`src/framed_command_receiver_unit_macros.svh`:
```
// Assertion macros shared by the framed command receiver RTL.
// No dependencies; included by the modules that carry assertions.
`ifndef FRAMED_COMMAND_RECEIVER_UNIT_MACROS_SVH
`define FRAMED_COMMAND_RECEIVER_UNIT_MACROS_SVH

// A condition that must hold at every rising clock edge outside reset.
`define FCR_ASSERT_ALWAYS(label, clk, rst_n, cond, msg) \
    label: assert property (@(posedge clk) disable iff (!rst_n) (cond)) else $error(msg);

// A consequence that must hold in the same cycle as its trigger.
`define FCR_ASSERT_SAME(label, clk, rst_n, ante, cons, msg) \
    label: assert property (@(posedge clk) disable iff (!rst_n) (ante) |-> (cons)) \
        else $error(msg);

// A consequence that must hold in the cycle after its trigger.
`define FCR_ASSERT_NEXT(label, clk, rst_n, ante, cons, msg) \
    label: assert property (@(posedge clk) disable iff (!rst_n) (ante) |=> (cons)) \
        else $error(msg);

`endif

```
`src/fcr_pkg.sv`:
```
// Package of the framed command receiver: constants, register map and shared types.
// No dependencies; the queue, front, back, top level and testbench import it.
package fcr_pkg;

    localparam int PAYLOAD_BYTES = 12;
    localparam int PAYLOAD_BITS  = 8 * PAYLOAD_BYTES;
    localparam int CNT_W         = $clog2(PAYLOAD_BYTES);

    localparam int QUEUE_DEPTH = 2;
    localparam int QPTR_W      = $clog2(QUEUE_DEPTH);
    localparam int QCNT_W      = $clog2(QUEUE_DEPTH + 1);

    localparam int CFG_ADDR_W = 4;
    localparam int CFG_DATA_W = 32;

    // Register indexes, taken from paddr[3:2].
    localparam logic [1:0] REG_HEADER   = 2'd0;
    localparam logic [1:0] REG_TAIL     = 2'd1;
    localparam logic [1:0] REG_DEADZONE = 2'd2;
    localparam logic [1:0] REG_TIMEOUT  = 2'd3;

    localparam logic [7:0]  RST_HEADER   = 8'hA5;
    localparam logic [7:0]  RST_TAIL     = 8'h5A;
    localparam logic [30:0] RST_DEADZONE = 31'h40A0_0000;
    localparam logic [15:0] RST_TIMEOUT  = 16'd500;

    localparam logic [15:0] TICK_MAX = 16'hFFFF;
    localparam logic [30:0] F32_INF_MAG = 31'h7F80_0000;

    // Input kinds and result events.
    localparam logic KIND_BYTE = 1'b0;
    localparam logic KIND_TICK = 1'b1;
    localparam logic EV_FRAME  = 1'b0;
    localparam logic EV_STOP   = 1'b1;

    typedef struct packed {
        logic [7:0]  header_byte;
        logic [7:0]  tail_byte;
        logic [30:0] deadzone_magnitude;
        logic [15:0] timeout_ticks;
    } t_cfg;

    // One command handed from the parser to the output side.
    typedef struct packed {
        logic                    event_res;
        logic [PAYLOAD_BITS-1:0] payload;
    } t_cmd;

endpackage

```
`src/fcr_if.sv`:
```
// Valid/ready channel interfaces of the framed command receiver.
// No dependencies; used by the front, back and top-level modules.
interface fcr_in_if;
    logic       valid;
    logic       ready;
    logic       kind;
    logic [7:0] rx_byte;

    modport source (output valid, output kind, output rx_byte, input ready);
    modport sink (input valid, input kind, input rx_byte, output ready);
endinterface

interface fcr_out_if;
    logic        valid;
    logic        ready;
    logic        event_res;
    logic [31:0] forward_speed;
    logic [31:0] side_speed;
    logic [31:0] turn_rate;

    modport source (
        output valid, output event_res, output forward_speed,
        output side_speed, output turn_rate, input ready
    );
    modport sink (
        input valid, input event_res, input forward_speed,
        input side_speed, input turn_rate, output ready
    );
endinterface

```
`src/fcr_queue.sv`:
```
// Short command queue between the frame parser and the output stage.
// Depends on fcr_pkg and the assertion macro header.
`include "framed_command_receiver_unit_macros.svh"

module fcr_queue (
    input  logic          i_clk,
    input  logic          i_rst_n,
    input  logic          i_push,
    input  fcr_pkg::t_cmd i_data,
    output logic          o_full,
    output logic          o_valid,
    output fcr_pkg::t_cmd o_data,
    input  logic          i_pop
);
    import fcr_pkg::*;

    t_cmd              r_mem [QUEUE_DEPTH];
    logic [QPTR_W-1:0] r_wr_ptr;
    logic [QPTR_W-1:0] r_rd_ptr;
    logic [QCNT_W-1:0] r_count;
    logic [QPTR_W-1:0] n_wr_ptr;
    logic [QPTR_W-1:0] n_rd_ptr;
    logic [QCNT_W-1:0] n_count;

    assign o_full  = (r_count == QCNT_W'(QUEUE_DEPTH));
    assign o_valid = (r_count != '0);
    assign o_data  = r_mem[r_rd_ptr];

    always_comb begin
        n_wr_ptr = r_wr_ptr;
        n_rd_ptr = r_rd_ptr;
        n_count  = r_count;
        if (i_push) begin
            n_wr_ptr = (r_wr_ptr == QPTR_W'(QUEUE_DEPTH - 1)) ? '0 : r_wr_ptr + 1'b1;
        end
        if (i_pop) begin
            n_rd_ptr = (r_rd_ptr == QPTR_W'(QUEUE_DEPTH - 1)) ? '0 : r_rd_ptr + 1'b1;
        end
        if (i_push && !i_pop) begin
            n_count = r_count + 1'b1;
        end else if (i_pop && !i_push) begin
            n_count = r_count - 1'b1;
        end
    end

    always_ff @(posedge i_clk) begin
        if (!i_rst_n) begin
            r_wr_ptr <= '0;
            r_rd_ptr <= '0;
            r_count  <= '0;
        end else begin
            r_wr_ptr <= n_wr_ptr;
            r_rd_ptr <= n_rd_ptr;
            r_count  <= n_count;
        end
    end

    always_ff @(posedge i_clk) begin
        if (i_push) begin
            r_mem[r_wr_ptr] <= i_data;
        end
    end

    `FCR_ASSERT_SAME(a_no_push_when_full, i_clk, i_rst_n, i_push, !o_full, "push into full queue")
    `FCR_ASSERT_ALWAYS(a_count_in_range, i_clk, i_rst_n, r_count <= QCNT_W'(QUEUE_DEPTH), "queue count overflow")

endmodule

```
`src/fcr_front.sv`:
```
// Front end: accepts bytes and ticks, parses frames and runs the link timer.
// Depends on fcr_pkg, fcr_if and the assertion macro header.
`include "framed_command_receiver_unit_macros.svh"

module fcr_front (
    input  logic          i_clk,
    input  logic          i_rst_n,
    fcr_in_if.sink        i_in,
    input  fcr_pkg::t_cfg i_cfg,
    output logic          o_cmd_valid,
    output fcr_pkg::t_cmd o_cmd,
    input  logic          i_cmd_ready
);
    import fcr_pkg::*;

    localparam logic [1:0] PH_HUNT    = 2'd0;
    localparam logic [1:0] PH_PAYLOAD = 2'd1;
    localparam logic [1:0] PH_CHECK   = 2'd2;
    localparam logic [1:0] PH_TAIL    = 2'd3;

    logic [1:0]              r_phase;
    logic [CNT_W-1:0]        r_count;
    logic [7:0]              r_sum;
    logic [7:0]              r_store [PAYLOAD_BYTES];
    logic [15:0]             r_elapsed;
    logic                    r_stopped;
    logic [1:0]              n_phase;
    logic [CNT_W-1:0]        n_count;
    logic [7:0]              n_sum;
    logic [15:0]             n_elapsed;
    logic                    n_stopped;
    logic                    w_accept;
    logic                    w_store_we;
    logic [15:0]             w_tick_inc;
    logic [PAYLOAD_BITS-1:0] w_frame_bits;

    // Every item needs a free queue slot, so a result never has to wait.
    assign i_in.ready = i_cmd_ready;
    assign w_accept   = i_in.valid & i_cmd_ready;
    assign w_tick_inc = (r_elapsed != TICK_MAX) ? r_elapsed + 16'd1 : r_elapsed;

    always_comb begin
        for (int i = 0; i < PAYLOAD_BYTES; i++) begin
            w_frame_bits[8*i +: 8] = r_store[i];
        end
    end

    always_comb begin
        n_phase         = r_phase;
        n_count         = r_count;
        n_sum           = r_sum;
        n_elapsed       = r_elapsed;
        n_stopped       = r_stopped;
        w_store_we      = 1'b0;
        o_cmd_valid     = 1'b0;
        o_cmd.event_res = EV_FRAME;
        o_cmd.payload   = w_frame_bits;
        if (w_accept) begin
            if (i_in.kind == KIND_TICK) begin
                n_elapsed = w_tick_inc;
                if ((w_tick_inc > i_cfg.timeout_ticks) && !r_stopped) begin
                    n_stopped       = 1'b1;
                    o_cmd_valid     = 1'b1;
                    o_cmd.event_res = EV_STOP;
                    o_cmd.payload   = '0;
                end
            end else begin
                case (r_phase)
                    PH_HUNT: begin
                        if (i_in.rx_byte == i_cfg.header_byte) begin
                            n_phase = PH_PAYLOAD;
                            n_sum   = '0;
                            n_count = '0;
                        end
                    end
                    PH_PAYLOAD: begin
                        w_store_we = 1'b1;
                        n_sum      = r_sum + i_in.rx_byte;
                        n_count    = r_count + 1'b1;
                        if (n_count == CNT_W'(PAYLOAD_BYTES)) begin
                            n_phase = PH_CHECK;
                        end
                    end
                    PH_CHECK: begin
                        n_phase = (i_in.rx_byte == r_sum) ? PH_TAIL : PH_HUNT;
                    end
                    default: begin
                        n_phase = PH_HUNT;
                        if (i_in.rx_byte == i_cfg.tail_byte) begin
                            n_elapsed   = '0;
                            n_stopped   = 1'b0;
                            o_cmd_valid = 1'b1;
                        end
                    end
                endcase
            end
        end
    end

    always_ff @(posedge i_clk) begin
        if (!i_rst_n) begin
            r_phase   <= PH_HUNT;
            r_count   <= '0;
            r_sum     <= '0;
            r_elapsed <= '0;
            r_stopped <= 1'b0;
        end else begin
            r_phase   <= n_phase;
            r_count   <= n_count;
            r_sum     <= n_sum;
            r_elapsed <= n_elapsed;
            r_stopped <= n_stopped;
        end
    end

    always_ff @(posedge i_clk) begin
        if (w_store_we) begin
            r_store[r_count] <= i_in.rx_byte;
        end
    end

    `FCR_ASSERT_NEXT(a_stop_sets_flag, i_clk, i_rst_n, o_cmd_valid && (o_cmd.event_res == EV_STOP), r_stopped, "stop sent without latching stop flag")
    `FCR_ASSERT_NEXT(a_frame_clears_timer, i_clk, i_rst_n, o_cmd_valid && (o_cmd.event_res == EV_FRAME), (r_elapsed == '0) && !r_stopped, "good frame did not restart timer")

endmodule

```
`src/fcr_back.sv`:
```
// Back end: applies the dead zone to decoded values and holds the result register.
// Depends on fcr_pkg, fcr_if and the assertion macro header.
`include "framed_command_receiver_unit_macros.svh"

module fcr_back (
    input  logic          i_clk,
    input  logic          i_rst_n,
    input  fcr_pkg::t_cfg i_cfg,
    input  logic          i_cmd_valid,
    input  fcr_pkg::t_cmd i_cmd,
    output logic          o_cmd_pop,
    fcr_out_if.source     o_out
);
    import fcr_pkg::*;

    logic        r_valid;
    logic        r_event;
    logic [31:0] r_forward;
    logic [31:0] r_side;
    logic [31:0] r_turn;

    // NaN passes; any other value with magnitude below the threshold becomes +0.0.
    function automatic logic [31:0] dead_zone(input logic [31:0] bits,
                                              input logic [30:0] limit);
        logic [30:0] mag;
        mag = bits[30:0];
        if (mag > F32_INF_MAG) begin
            return bits;
        end else if (mag < limit) begin
            return '0;
        end
        return bits;
    endfunction

    assign o_cmd_pop = i_cmd_valid && (!r_valid || o_out.ready);

    always_ff @(posedge i_clk) begin
        if (!i_rst_n) begin
            r_valid <= 1'b0;
        end else if (o_cmd_pop) begin
            r_valid <= 1'b1;
        end else if (o_out.ready) begin
            r_valid <= 1'b0;
        end
    end

    always_ff @(posedge i_clk) begin
        if (o_cmd_pop) begin
            r_event   <= i_cmd.event_res;
            r_forward <= dead_zone(i_cmd.payload[31:0], i_cfg.deadzone_magnitude);
            r_side    <= dead_zone(i_cmd.payload[63:32], i_cfg.deadzone_magnitude);
            r_turn    <= dead_zone(i_cmd.payload[95:64], i_cfg.deadzone_magnitude);
        end
    end

    assign o_out.valid         = r_valid;
    assign o_out.event_res     = r_event;
    assign o_out.forward_speed = r_forward;
    assign o_out.side_speed    = r_side;
    assign o_out.turn_rate     = r_turn;

    `FCR_ASSERT_NEXT(a_pop_fills_output, i_clk, i_rst_n, o_cmd_pop, r_valid, "popped command not presented")

endmodule

```
`src/framed_command_receiver_unit.sv`:
```
// Top level of the framed command receiver: register file and block wiring.
// Depends on fcr_pkg, fcr_if, fcr_front, fcr_queue and fcr_back.
//
// This block takes one transaction per clock cycle on its input channel, each
// either a received serial byte or a one millisecond tick, and keeps taking
// them at that rate while the queue has room for results. A frame is a header
// byte, twelve payload bytes, a checksum byte equal to the payload sum modulo
// 256 and a tail byte. A bad checksum or a wrong tail drops the frame and the
// parser hunts for the next header. A good frame produces one output
// transaction with event_res clear and three little-endian IEEE single
// patterns, each forced to +0.0 when its magnitude lies below the dead-zone
// register (NaN is passed unchanged); it also restarts the tick counter, which
// saturates at 65535. The first tick that takes the counter above the timeout
// register produces one stop transaction (event_res set, values zero); no
// further stop is sent until the next good frame. The parser and timer in the
// front end hand results to a two-entry command queue, and an output register
// in the back end presents them; each result passes through the queue and
// then the output register. The input channel stalls only when both queue
// entries are occupied, which takes three results waiting at once: one held
// in the output register by the receiver and two behind it in the queue.
// Registers sit on the APB port at byte addresses 0x0 (header), 0x4 (tail),
// 0x8 (dead-zone magnitude) and 0xC (timeout), and should be written while no
// transaction is in progress.

module framed_command_receiver_unit (
    input  logic                           i_clk,
    input  logic                           i_rst_n,
    fcr_in_if.sink                         i_in,
    fcr_out_if.source                      o_out,
    input  logic                           psel,
    input  logic                           penable,
    input  logic                           pwrite,
    input  logic [fcr_pkg::CFG_ADDR_W-1:0] paddr,
    input  logic [fcr_pkg::CFG_DATA_W-1:0] pwdata,
    output logic [fcr_pkg::CFG_DATA_W-1:0] prdata,
    output logic                           pready
);
    import fcr_pkg::*;

    t_cfg       r_cfg;
    logic       w_cfg_write;
    logic [1:0] w_reg_index;
    logic       w_cmd_valid;
    t_cmd       w_cmd;
    logic       w_queue_full;
    logic       w_queue_valid;
    t_cmd       w_queue_data;
    logic       w_pop;

    // The register file never inserts wait states.
    assign pready      = 1'b1;
    assign w_cfg_write = psel & penable & pwrite & pready;
    assign w_reg_index = paddr[3:2];

    always_ff @(posedge i_clk) begin
        if (!i_rst_n) begin
            r_cfg.header_byte        <= RST_HEADER;
            r_cfg.tail_byte          <= RST_TAIL;
            r_cfg.deadzone_magnitude <= RST_DEADZONE;
            r_cfg.timeout_ticks      <= RST_TIMEOUT;
        end else if (w_cfg_write) begin
            case (w_reg_index)
                REG_HEADER:   r_cfg.header_byte        <= pwdata[7:0];
                REG_TAIL:     r_cfg.tail_byte          <= pwdata[7:0];
                REG_DEADZONE: r_cfg.deadzone_magnitude <= pwdata[30:0];
                REG_TIMEOUT:  r_cfg.timeout_ticks      <= pwdata[15:0];
                default: begin
                end
            endcase
        end
    end

    // Reads return the stored value, zero-extended to the bus width.
    always_comb begin
        case (w_reg_index)
            REG_HEADER:   prdata = CFG_DATA_W'(r_cfg.header_byte);
            REG_TAIL:     prdata = CFG_DATA_W'(r_cfg.tail_byte);
            REG_DEADZONE: prdata = CFG_DATA_W'(r_cfg.deadzone_magnitude);
            REG_TIMEOUT:  prdata = CFG_DATA_W'(r_cfg.timeout_ticks);
            default:      prdata = '0;
        endcase
    end

    // The parser pushes at most one command per accepted transaction.
    fcr_front u_front (
        .i_clk       (i_clk),
        .i_rst_n     (i_rst_n),
        .i_in        (i_in),
        .i_cfg       (r_cfg),
        .o_cmd_valid (w_cmd_valid),
        .o_cmd       (w_cmd),
        .i_cmd_ready (!w_queue_full)
    );

    fcr_queue u_queue (
        .i_clk   (i_clk),
        .i_rst_n (i_rst_n),
        .i_push  (w_cmd_valid),
        .i_data  (w_cmd),
        .o_full  (w_queue_full),
        .o_valid (w_queue_valid),
        .o_data  (w_queue_data),
        .i_pop   (w_pop)
    );

    // The output stage applies the dead zone as it loads its register.
    fcr_back u_back (
        .i_clk       (i_clk),
        .i_rst_n     (i_rst_n),
        .i_cfg       (r_cfg),
        .i_cmd_valid (w_queue_valid),
        .i_cmd       (w_queue_data),
        .o_cmd_pop   (w_pop),
        .o_out       (o_out)
    );

endmodule

```
`src/flat_wrapper.sv`:
```
// flat-port wrapper written by rule: the top's interface ports become plain ports
module framed_command_receiver_unit_flat import fcr_pkg::*;
  (i_clk, i_rst_n, psel, penable, pwrite, paddr, pwdata, prdata, pready, i_in_valid, i_in_kind, i_in_rx_byte, i_in_ready, o_out_valid, o_out_event_res, o_out_forward_speed, o_out_side_speed, o_out_turn_rate, o_out_ready);
  fcr_in_if i_in_i ();
  fcr_out_if o_out_i ();
  input  logic i_clk;
  input  logic i_rst_n;
  input  logic psel;
  input  logic penable;
  input  logic pwrite;
  input  logic [fcr_pkg::CFG_ADDR_W-1:0] paddr;
  input  logic [fcr_pkg::CFG_DATA_W-1:0] pwdata;
  output logic [fcr_pkg::CFG_DATA_W-1:0] prdata;
  output logic pready;
  input wire logic [$bits(i_in_i.valid)-1:0] i_in_valid;
  input wire logic [$bits(i_in_i.kind)-1:0] i_in_kind;
  input wire logic [$bits(i_in_i.rx_byte)-1:0] i_in_rx_byte;
  output wire logic [$bits(i_in_i.ready)-1:0] i_in_ready;
  output wire logic [$bits(o_out_i.valid)-1:0] o_out_valid;
  output wire logic [$bits(o_out_i.event_res)-1:0] o_out_event_res;
  output wire logic [$bits(o_out_i.forward_speed)-1:0] o_out_forward_speed;
  output wire logic [$bits(o_out_i.side_speed)-1:0] o_out_side_speed;
  output wire logic [$bits(o_out_i.turn_rate)-1:0] o_out_turn_rate;
  input wire logic [$bits(o_out_i.ready)-1:0] o_out_ready;
  assign i_in_i.valid = i_in_valid;
  assign i_in_i.kind = i_in_kind;
  assign i_in_i.rx_byte = i_in_rx_byte;
  assign i_in_ready = i_in_i.ready;
  assign o_out_valid = o_out_i.valid;
  assign o_out_event_res = o_out_i.event_res;
  assign o_out_forward_speed = o_out_i.forward_speed;
  assign o_out_side_speed = o_out_i.side_speed;
  assign o_out_turn_rate = o_out_i.turn_rate;
  assign o_out_i.ready = o_out_ready;
  framed_command_receiver_unit u_core (.i_clk(i_clk), .i_rst_n(i_rst_n), .i_in(i_in_i), .o_out(o_out_i), .psel(psel), .penable(penable), .pwrite(pwrite), .paddr(paddr), .pwdata(pwdata), .prdata(prdata), .pready(pready));
endmodule
```
`config.mk`:
```
export PLATFORM = sky130hd
export DESIGN_NAME = framed_command_receiver_unit_flat
export DESIGN_NICKNAME = d
export VERILOG_FILES = /design/src/fcr_pkg.sv /design/src/fcr_if.sv /design/src/fcr_queue.sv /design/src/fcr_front.sv /design/src/fcr_back.sv /design/src/framed_command_receiver_unit.sv /design/src/flat_wrapper.sv
export VERILOG_INCLUDE_DIRS = /design/src /design/src/src
export SDC_FILE = /design/constraint.sdc
export NUM_CORES = 1
export LEC_CHECK = 0
export BUFFER_PORTS_ARGS = -buffer_cell sky130_fd_sc_hd__buf_2
export CAP_MARGIN = 40
export CORE_MARGIN = 1.5
export CORE_UTILIZATION = 60
export CTS_CLUSTER_SIZE = 40
export DETAILED_ROUTE_END_ITERATION = 7
export MAX_ROUTING_LAYER = met4
export PLACE_DENSITY = 0.81
export SLEW_MARGIN = 20
export SYNTH_ARGS = -nofsm -noshare
export SYNTH_HDL_FRONTEND = slang
export SYNTH_SLANG_ARGS = --single-unit
```
`constraint.sdc`:
```
create_clock -name i_clk -period 15.1 [get_ports i_clk]
set_clock_uncertainty 0.2 [all_clocks]
set_input_delay 0 -clock i_clk [delete_from_list [all_inputs] [get_ports i_clk]]
set_output_delay 0 -clock i_clk [all_outputs]
set_load 0.02 [all_outputs]
```
; ---- Word level (Yosys, flattened, before mapping)
; Memory sizes are Yosys's and may differ from the RTL's. A register that Yosys moved wholly into a read port is not among the register bits.
; Cells that the tools add are included.
[op_classes]
n_addsub = 7
magnitude_cmp = 7
eq_ne = 15
muxes = 58
bitwise = 4
reduce_logical = 26
[op_table]
columns = operator, n
row1 = $mux W97, 3
row2 = $mux W32, 9
row3 = $pmux W32 S4, 1
row4 = $gt A31 B31 Y1 const B, 3
row5 = $lt A31 B31 Y1, 3
row6 = $mux W16, 4
row7 = $mux W1, 31
row8 = $eq A8 B8 Y1, 3
row9 = $add A16 B1 Y16 const B, 1
row10 = $gt A16 B16 Y1, 1
row11 = $ne A16 B16 Y1 const B, 1
row12 = $pmux W8 S2, 1
row13 = $reduce_and A4 Y1, 3
row14 = $mux W2, 5
row15 = $reduce_bool A2 Y1, 5
row16 = $add A8 B8 Y8, 1
row17 = $eq A2 B2 Y1 const B, 4
row18 = $mux W8, 1
row19 = $pmux W4 S2, 1
row20 = $reduce_and A2 Y1, 4
row21 = $pmux W2 S3, 1
row22 = $logic_not A1 Y1, 5
row23 = $add A4 B1 Y4 const B, 1
row24 = $eq A2 B1 Y1 const B, 2
row25 = 14 further kinds, 23
[word_totals]
register_bits = 196
ramBits = 290
input_bits = 52
output_inout_bits = 132
word_cells = 136
n_memories = 2
[memory_table]
columns = memory, words, width, rd, rd_ports_with_merged_regs, wr, line
row1 = u_core.u_queue.r_mem, 2, 97, 1, 1, 1, fcr_queue.sv:17  ; t_cmd r_mem [QUEUE_DEPTH];
row2 = u_core.u_front.r_store, 12, 8, 12, 0, 1, fcr_front.sv:24  ; logic [7:0] r_store [PAYLOAD_BYTES];

; ---- Logic depth before layout (Yosys ltp)
; Gate-level depths: netlist of run 1.
[depth]
word_depth = 11
ltp_mapped = 18
ltp_nobuf = 16

; ---- Cells and area by module
; From an unflattened synthesis of run 1, not the netlist that was laid out.
[hier_totals]
hier_cells = 1720
hier_area_um2 = 22965.8
[by_module_without_submodules]
columns = module, instances, cells_per_inst, area_per_inst_um2, seq_area_each_um2
row1 = fcr_queue, 1, 324, 7335.8, 5925.7
row2 = fcr_front, 1, 578, 6531.3, 3503.4
row3 = fcr_back, 1, 511, 6138.4, 2932.8
row4 = framed_command_receiver_unit, 1, 307, 2960.3, 1261.2

; ---- Worst setup path after synthesis of run 1
; Ideal clock, no wire load.
[synth_path]
kind = reg2reg
startpoint = reg u_core.u_front.r_elapsed[1]
endpoint = mem u_core.u_queue.r_mem[1][0] (netlist name), enable pin
setup_time_ps = 701
t_arrival_ps = 9665
required_ps = 14199
setup_slack_ps = 4534
stages_incl_launch_ff = 15
n_path_buf = 2
period_less_slack_ps = 10566
path_cell_list = dfxtp_1 ha_1 clkbuf_1 and2_1 and2_1 o31a_1 or2_2 ha_1 nand4_1 nor4_1 o21ai_0 o211ai_1 nand2_1 clkbuf_1 a21boi_0
[synth_between]
elab_chain_len = 9
elab_cells_between_ends = 10
classes_between = add/sub: 1 / order compare: 1 / eq/ne: 1 / mux: 6 / reduce/logical: 1
[synth_rtl]
columns = element, line
row1 = from (decl), fcr_front.sv:25  ; logic [15:0] r_elapsed;
row2 = from (signal assigned), fcr_front.sv:111  ; r_elapsed <= n_elapsed;
row3 = $add A16 B1 Y16 or $ne A16 B16 Y1 (tied branches), fcr_front.sv:40  ; assign w_tick_inc = (r_elapsed != TICK_MAX) ? r_elapsed + 16'd1 : r_elapsed;
row4 = $mux W16 (*), fcr_front.sv:40
row5 = $gt A16 B16 Y1 (*), fcr_front.sv:61  ; if ((w_tick_inc > i_cfg.timeout_ticks) && !r_stopped) begin
row6 = $logic_and A1 B1 Y1 (*), fcr_front.sv:61
row7 = $mux W1 (*), fcr_front.sv:61
row8 = $mux W1 (*), fcr_front.sv:59  ; if (i_in.kind == KIND_TICK) begin
row9 = $mux W1 (*), fcr_front.sv:58  ; if (w_accept) begin
row10 = $mux W1 (*), fcr_queue.sv:59  ; if (i_push) begin
row11 = $mux W1 (not written as such) (*), fcr_queue.sv:60  ; r_mem[r_wr_ptr] <= i_data;
row12 = to (decl), fcr_queue.sv:17
; Every way passes the cells marked *; elsewhere a longest branch is shown, timed or not.

; ---- Worst setup path in the final report of run 1
[layout_path]
startpoint = reg u_core.u_front.r_elapsed[13]
endpoint = mem u_core.u_queue.r_mem[1][48] (netlist name), enable pin
; Same word-level chain as after synthesis.

==> results of run 1 <==
## cells by family after synthesis
logic type,count (synthesis),synth area share (%)
fa+ha+maj,120,6.799
buf+inv,200,3.715
simple gates,586,13.23
mux,120,6.038
xor+xnor,35,1.381
compound gates,262,7.425
other cells,2,0.03384
flops,487,61.38
## sequential cells by signal, summed over array words and instances, names as in the netlist, named ones only
signal / flops
u_core.r_cfg: 63
u_core.u_back.o_out.event_res: 1
u_core.u_back.o_out.forward_speed: 32
u_core.u_back.o_out.side_speed: 32
u_core.u_back.o_out.turn_rate: 32
u_core.u_back.o_out.valid: 1
u_core.u_front.r_count: 4
u_core.u_front.r_elapsed: 16
u_core.u_front.r_phase: 2
u_core.u_front.r_stopped: 1
u_core.u_front.r_store: 96
u_core.u_front.r_sum: 8
u_core.u_queue.r_count: 2
u_core.u_queue.r_mem: 194
u_core.u_queue.r_rd_ptr: 1
u_core.u_queue.r_wr_ptr: 1
## final timing paths
check,from,end,cells after the start
worst max-delay path,u_core.u_front.r_elapsed[13],u_core.u_queue.r_mem[1][48],15
worst min-delay path,paddr[2],u_core.r_cfg[47],5
worst max register to register,u_core.u_front.r_elapsed[13],u_core.u_queue.r_mem[1][48],15
worst min register to register,u_core.u_front.r_stopped,u_core.u_front.r_stopped,2
## cells in the final DEF (no fill, tap or decap), types with 8 or more instances in the layout
cell / instances
nand4_1: 30
nor2_1: 117
dlygate4sd3_1: 54
nor2b_1: 14
nand3_1: 30
edfxtp_1: 387
nor4_1: 37
a21oi_1: 116
dfxtp_1: 99
a21boi_1: 20
mux2i_1: 87
nor3_1: 22
o21ai_0: 42
nand2_1: 165
ha_1: 119
o211ai_1: 16
and2_1: 124
and3_1: 11
inv_1: 125
buf_2: 179
xnor2_1: 23
buf_4: 20
xor2_1: 12
clkbuf_1: 8
mux2_2: 24
a211oi_1: 11
clkbuf_16: 49
## where the power goes
group / leakage, nW / internal, mW / switching (mW)
sequential: 4.36 / 1.63 / 0.0617
combinational: 4.52 / 0.248 / 0.499
clock: 0.751 / 0.701 / 0.494
total: 9.63 / 2.57 / 1.05
## cell type report
cell class | count | area [um2] | share of cell area (%)
multi-input cells | 1125 | 7790 | 30.22
clock buffers | 58 | 1270 | 4.927
flip-flops and latches | 487 | 13630 | 52.86
well taps | 468 | 585.6 | 2.272
inverters | 126 | 473.0 | 1.835
repair buffers | 260 | 1734 | 6.727
clock inverters | 27 | 297.8 | 1.155
## stage by stage
stage | hold WS, ps | utilization (%) | setup WS (ps) | power (mW) | area, um2
2_1_floorplan | -101.1 | - | 4534 | 2.204 | 22190
3_3_place_gp | 33.11 | 64.32 | 8888 | 2.420 | 23490
3_5_place_dp | 38.05 | 64.67 | 9435 | 2.443 | 23620
4_1_cts | 11.38 | 70.41 | 9405 | 3.633 | 25720
5_1_grt | 49.61 | 70.58 | 8934 | 3.754 | 25780
6_report | 21.19 | 70.58 | 9379 | 3.628 | 25780
## metal layers
layer / vias up / GRT usage, % / part of all wire [%]
li1: 7034 / - / -
met1: 7421 / 36.20 / 40
met2: 671 / 48.86 / 50
met3: 150 / 4.180 / 6.7
met4: 0 / 12.37 / 4.1
met5: - / - / 0
## worst register-to-register path, cell delays in order, from the launching register on
cell      delay (ps)
dfxtp_1          420
nand3_1          150
nor4_1           740
nand2_1          340
nand4_1          250
xnor2_1          100
ha_1             270
nand4_1           70
nor4_1           360
o21ai_0          190
o211ai_1         260
nand2_4          320
buf_16           300
a21boi_4         570
buf_4            530
buf_12           300
==> results_dict.tcl, run 1 <==
set metrics [dict create \
    status "completed" \
    drtPass1Iterations 6 \
    power.density_mw_per_mm2 140.8 \
    synth_fp_nets 1984 \
    place_inst 2409 \
    drv_cap 0 \
    via_count 15280 \
    die_h_um 195.3 \
    crit_type "register to register" \
    required_ps 15140 \
    post_drt_wl_per_cell_um 21.44 \
    synthToLayoutAreaGrowth_pct 16.15 \
    core_mm2 0.03652 \
    critical_path_buf_inv_count 3 \
    clkTransAtPathRegs_ps 60 \
    hpwlAfterDp_um 37390 \
    relSlewSlack_pct 42.63 \
    synth_largest_area_cell "edfxtp_1" \
    clk_root_buffer_cell "clkbuf_16" \
    grt_pass1_vias 14960 \
    n_fill_cell 2371 \
    post_cts_buffers 0 \
    fp-row-count 70 \
    start_kind "register" \
    fin_crit_sh_pct 37.89 \
    r2r_slack_ps 9380 \
    drtIter0Drc 1209 \
    syn_area_mm2 0.02219 \
    synth_flop_cell "edfxtp_1" \
    h-tree-depth 2 \
    cellLeakagePower_nw 9.625 \
    ys_async_sr_fraction_pct 0 \
    overflow 0 \
    yosysWarnings 0 \
    holdCritPathClass "input port to register" \
    ys_ff_latch 487 \
    crit_path_max_incr_delay_ps 740 \
    grt_max_degree 71 \
    yosysMostFrequentCell "edfxtp_1" \
    die_w_um 195.3 \
    clkSinkCount 487 \
    viasPerCell 5.988 \
    postRouteAntennaNets 0 \
    cts_tree "built" \
    gp_congestion 0.9054 \
    finalHoldViolCount 0 \
    io_pins 184 \
    synth.avg_cell_area_um2 12.25 \
    io_buffers 178 \
    grt_setup_unrepaired "no" \
    grt_usage_pct 29.37 \
    cp.arrival_ps 5760 \
    cts.path.max_buffers 3 \
    synth_top_cell_area_share_pct 52.36 \
    finalSetupViolations 0 \
    nets 2220 \
    antenna_found_initial 0 \
    peakVddDrop_mv 0.1806 \
    end_kind "register" \
    tns_ps 0 \
    critPathSlowestCell "nor4_1" \
    worstPathCellList "nand3_1 > nor4_1 > nand2_1 > nand4_1 > xnor2_1 > ha_1 > nand4_1 > nor4_1 > o21ai_0 > o211ai_1 > nand2_4 > buf_16 > a21boi_4 > buf_4 > buf_12" \
    synth.distinct_cells 70 \
    wirelength_um 54700 \
    yosysSeqAreaShare_pct 61.38 \
    finalCriticalPeriod_ps 5721 \
    tightest_slew_ps 860.6 \
    synth_cells 1812 \
    post-route-drc-count 0 \
    crit_family "simple AND/OR/NAND/NOR gates" \
    final_cells 2551 \
    drive_gt1_share_pct 15.60 \
    cts_buffers 48 \
    fmax_mhz 174.8 \
    cts_hold_repair.buffers 53 \
    initial_core_util_pct 60.77 \
    worstSkewPairLatency_ps 560 \
    synth_edf_count 387 \
    diodes 0 \
    synth_area_leaders "edfxtp_1, dfxtp_1, ha_1" \
    worst-path-max-fanout 70 \
    slew_viol_final 0 \
    ctsResizeCount 0 \
    grt_pass1_wl_um 82510 \
    yosys-top-cells-count "edfxtp_1, nand2_1, inv_1" \
    die_area_mm2 0.03815 \
]
Power figures use the tool's default switching activity.
==> inputs of run 2 (changes only) <==
--- a/config.mk
+++ b/config.mk
@@ -9,11 +9,11 @@
 export BUFFER_PORTS_ARGS = -buffer_cell sky130_fd_sc_hd__buf_2
 export CAP_MARGIN = 40
 export CORE_MARGIN = 1.5
-export CORE_UTILIZATION = 60
+export CORE_UTILIZATION = 54
 export CTS_CLUSTER_SIZE = 40
 export DETAILED_ROUTE_END_ITERATION = 7
 export MAX_ROUTING_LAYER = met4
-export PLACE_DENSITY = 0.81
+export PLACE_DENSITY = 0.77
 export SLEW_MARGIN = 20
 export SYNTH_ARGS = -nofsm -noshare
 export SYNTH_HDL_FRONTEND = slang
==> constraint.sdc (replaced) <==
create_clock -name i_clk -period 5.2 [get_ports i_clk]
set_clock_uncertainty 0.2 [all_clocks]
set_input_delay 0 -clock i_clk [delete_from_list [all_inputs] [get_ports i_clk]]
set_output_delay 0 -clock i_clk [all_outputs]
set_load 0.02 [all_outputs]
==> run 2 against run 1 <==
Against the previous run:
- largest power group unchanged
- critical endpoint is now u_core.u_back.o_out.forward_speed[30]
- critical path type unchanged
- flip-flop and latch count unchanged
- clock power increased to 2.9 times the previous value
- highest routed layer unchanged
- the flow now finishes with violations (hold timing)
- first-iteration DRC count increased by 7.3%
- routed wire length increased by 3.5%
==> results_dict.tcl, run 2 (same netlist as run 1, synthesis figures left out) <==
set metrics [dict create \
    p_sw_mw 3.102 \
    die_h_um 205.7 \
    cellLeakagePower_nw 9.766 \
    postRouteAntennaNets 0 \
    finalHoldViolCount 1 \
    worstPathCellList "buf_4 > mux2i_1 > inv_1 > ha_1 > a21oi_1 > nand2_1 > a2111oi_0 > o21ai_0 > a2111oi_4 > buf_4 > a21oi_1" \
    fmax_mhz 227.1 \
    total_power_mw 10.59 \
    power.density_mw_per_mm2 405.8 \
    finalSetupViolations 0 \
    hold_start "psel" \
    grt_pass1_wl_um 83800 \
    wirelength_um 56620 \
    fin_crit_sh_pct 84.68 \
    hpwlAfterDp_um 38320 \
    grt_max_degree 98 \
    synthToLayoutAreaGrowth_pct 17.62 \
    die_area_mm2 0.04232 \
    via_count 15300 \
    drv_cap 0 \
    clkPwrFrac_pct 32.7 \
    critPathSlowestCell "dfxtp_4" \
    core_mm2 0.04065 \
    p_int_mw 7.493 \
    overflow 0 \
    drtPass1Iterations 6 \
    crit_path_max_incr_delay_ps 840 \
    die_w_um 205.7 \
    fin_hold_ws_ps -5.387 \
    r2r_slack_ps 800 \
    grt_usage_pct 27.41 \
    fin_ws_ps 796.9 \
    required_ps 5310 \
    n_fill_cell 2927 \
    cts_buffers 49 \
    nets 2247 \
    viasPerCell 5.774 \
    cts.path.max_buffers 3 \
    antenna_found_initial 2 \
    finish.utilization_pct 64.22 \
    io_pins 184 \
    finalCriticalPeriod_ps 4403 \
    p_sw_share_pct 29.28 \
    place_ws_ps 892.6 \
    tightest_slew_ps 800.5 \
    gp_congestion 0.8892 \
    drtIter0Drc 1297 \
    cts_tree "built" \
    violations "hold timing" \
    cp.arrival_ps 4520 \
    initial_core_util_pct 54.60 \
    clk_root_buffer_cell "clkbuf_16" \
    drive_gt1_share_pct 15.08 \
    layout_common_cells "edfxtp_1, buf_2, nand2_1, inv_1, and2_1" \
    grt_pass1_vias 14790 \
    largest_reg_flops 194 \
    start_kind "register" \
    status "finished with violations" \
    worstSkewPairLatency_ps 590 \
    clkSinkCount 487 \
    h-tree-depth 2 \
    post_drt_wl_per_cell_um 21.38 \
    io_buffers 178 \
    reg_top3 "u_core.u_queue.r_mem (194), u_core.u_front.r_store (96), u_core.r_cfg (63)" \
    comb_power_share_pct 20.8 \
    holdCritPathClass "input port to register" \
    relSlewSlack_pct 46.64 \
    slew_viol_final 0 \
    top_register "u_core.u_queue.r_mem" \
    post_cts_buffers 0 \
    clkTransAtPathRegs_ps 60 \
    fp-row-count 74 \
    power_frac_seq_pct 46.5 \
    post-route-drc-count 0 \
    end_kind "register" \
    crit_type "register to register" \
    final_common_cell "edfxtp_1" \
    grt_setup_unrepaired "no" \
    peakVddDrop_mv 0.2319 \
    worst-path-max-fanout 51 \
]
[run 2: cell types whose count changed in the layout (fill, tap and decap cells not counted), sizes merged]
cell,before,now
clkbuf,58,71
inv,126,127
dlygate4sd3,54,81
clkinv,15,16
buf,206,204
diode,0,1
clkinvlp,6,1
bufinv,6,4
[run 2: what timing repair did]
action	in CTS	in global routing
resized for setup	0	0
hold buffers	80	1
hold endpoints to repair	197	1
[run 2: cell type report]
cell class	instances	area [um2]	share of cell area, %
multi-input cells	1125	7789	29.84
inverters	126	473.0	1.812
clock inverters	22	203.9	0.7813
clock buffers	70	1368	5.239
diodes	1	2.502	0.009586
flip-flops and latches	487	13630	52.20
repair buffers	286	1977	7.573
well taps	532	665.6	2.550
[run 2: per-layer routing]
layer | routed length [um] | vias up | track usage [%]
met5 | 0 | - | -
met4 | 2023 | 0 | 10.84
met3 | 4177 | 140 | 4.720
met2 | 27780 | 667 | 45.12
met1 | 22640 | 7384 | 33.76
li1 | - | 7104 | -
[run 2: worst max-delay path: cells and delay by family (launching register included)]
kind	cells	cell delay, ps
buffers and inverters	3	900
adders and majority gates	1	330
and+or+nand+nor	1	70
DFF	1	840
AOI/OAI and AO/OA	5	1300
muxes	1	390
[run 2: through the flow]
step                hold slack, ps  std cells  instance area (um2)  TNS (ps)
finish                      -5.387       2649                26110         0
global placement             32.92       2470                23650         0
CTS                       0.006328       2645                26070         0
floorplan                   -101.1       1812                22200   -198130
detailed placement           41.13       2473                23700         0
global route                 6.649       2648                26100         0
[run 2: power groups by stage]
stage	logic [mW]	registers, mW	clock network [mW]
2_1_floorplan	0.906	5.47	0
4_1_cts	2.20	4.93	3.51
5_1_grt	2.37	4.96	3.64
3_3_place_gp	2.07	5.00	0
6_report	2.21	4.92	3.47
3_5_place_dp	2.15	5.00	0
[run 2: final timing paths]
check / cells past startpoint / to
min: 4 / u_core.r_cfg[6]
min reg2reg: 2 / u_core.u_front.r_stopped
max: 11 / u_core.u_back.o_out.forward_speed[30]
max reg2reg: 11 / u_core.u_back.o_out.forward_speed[30]
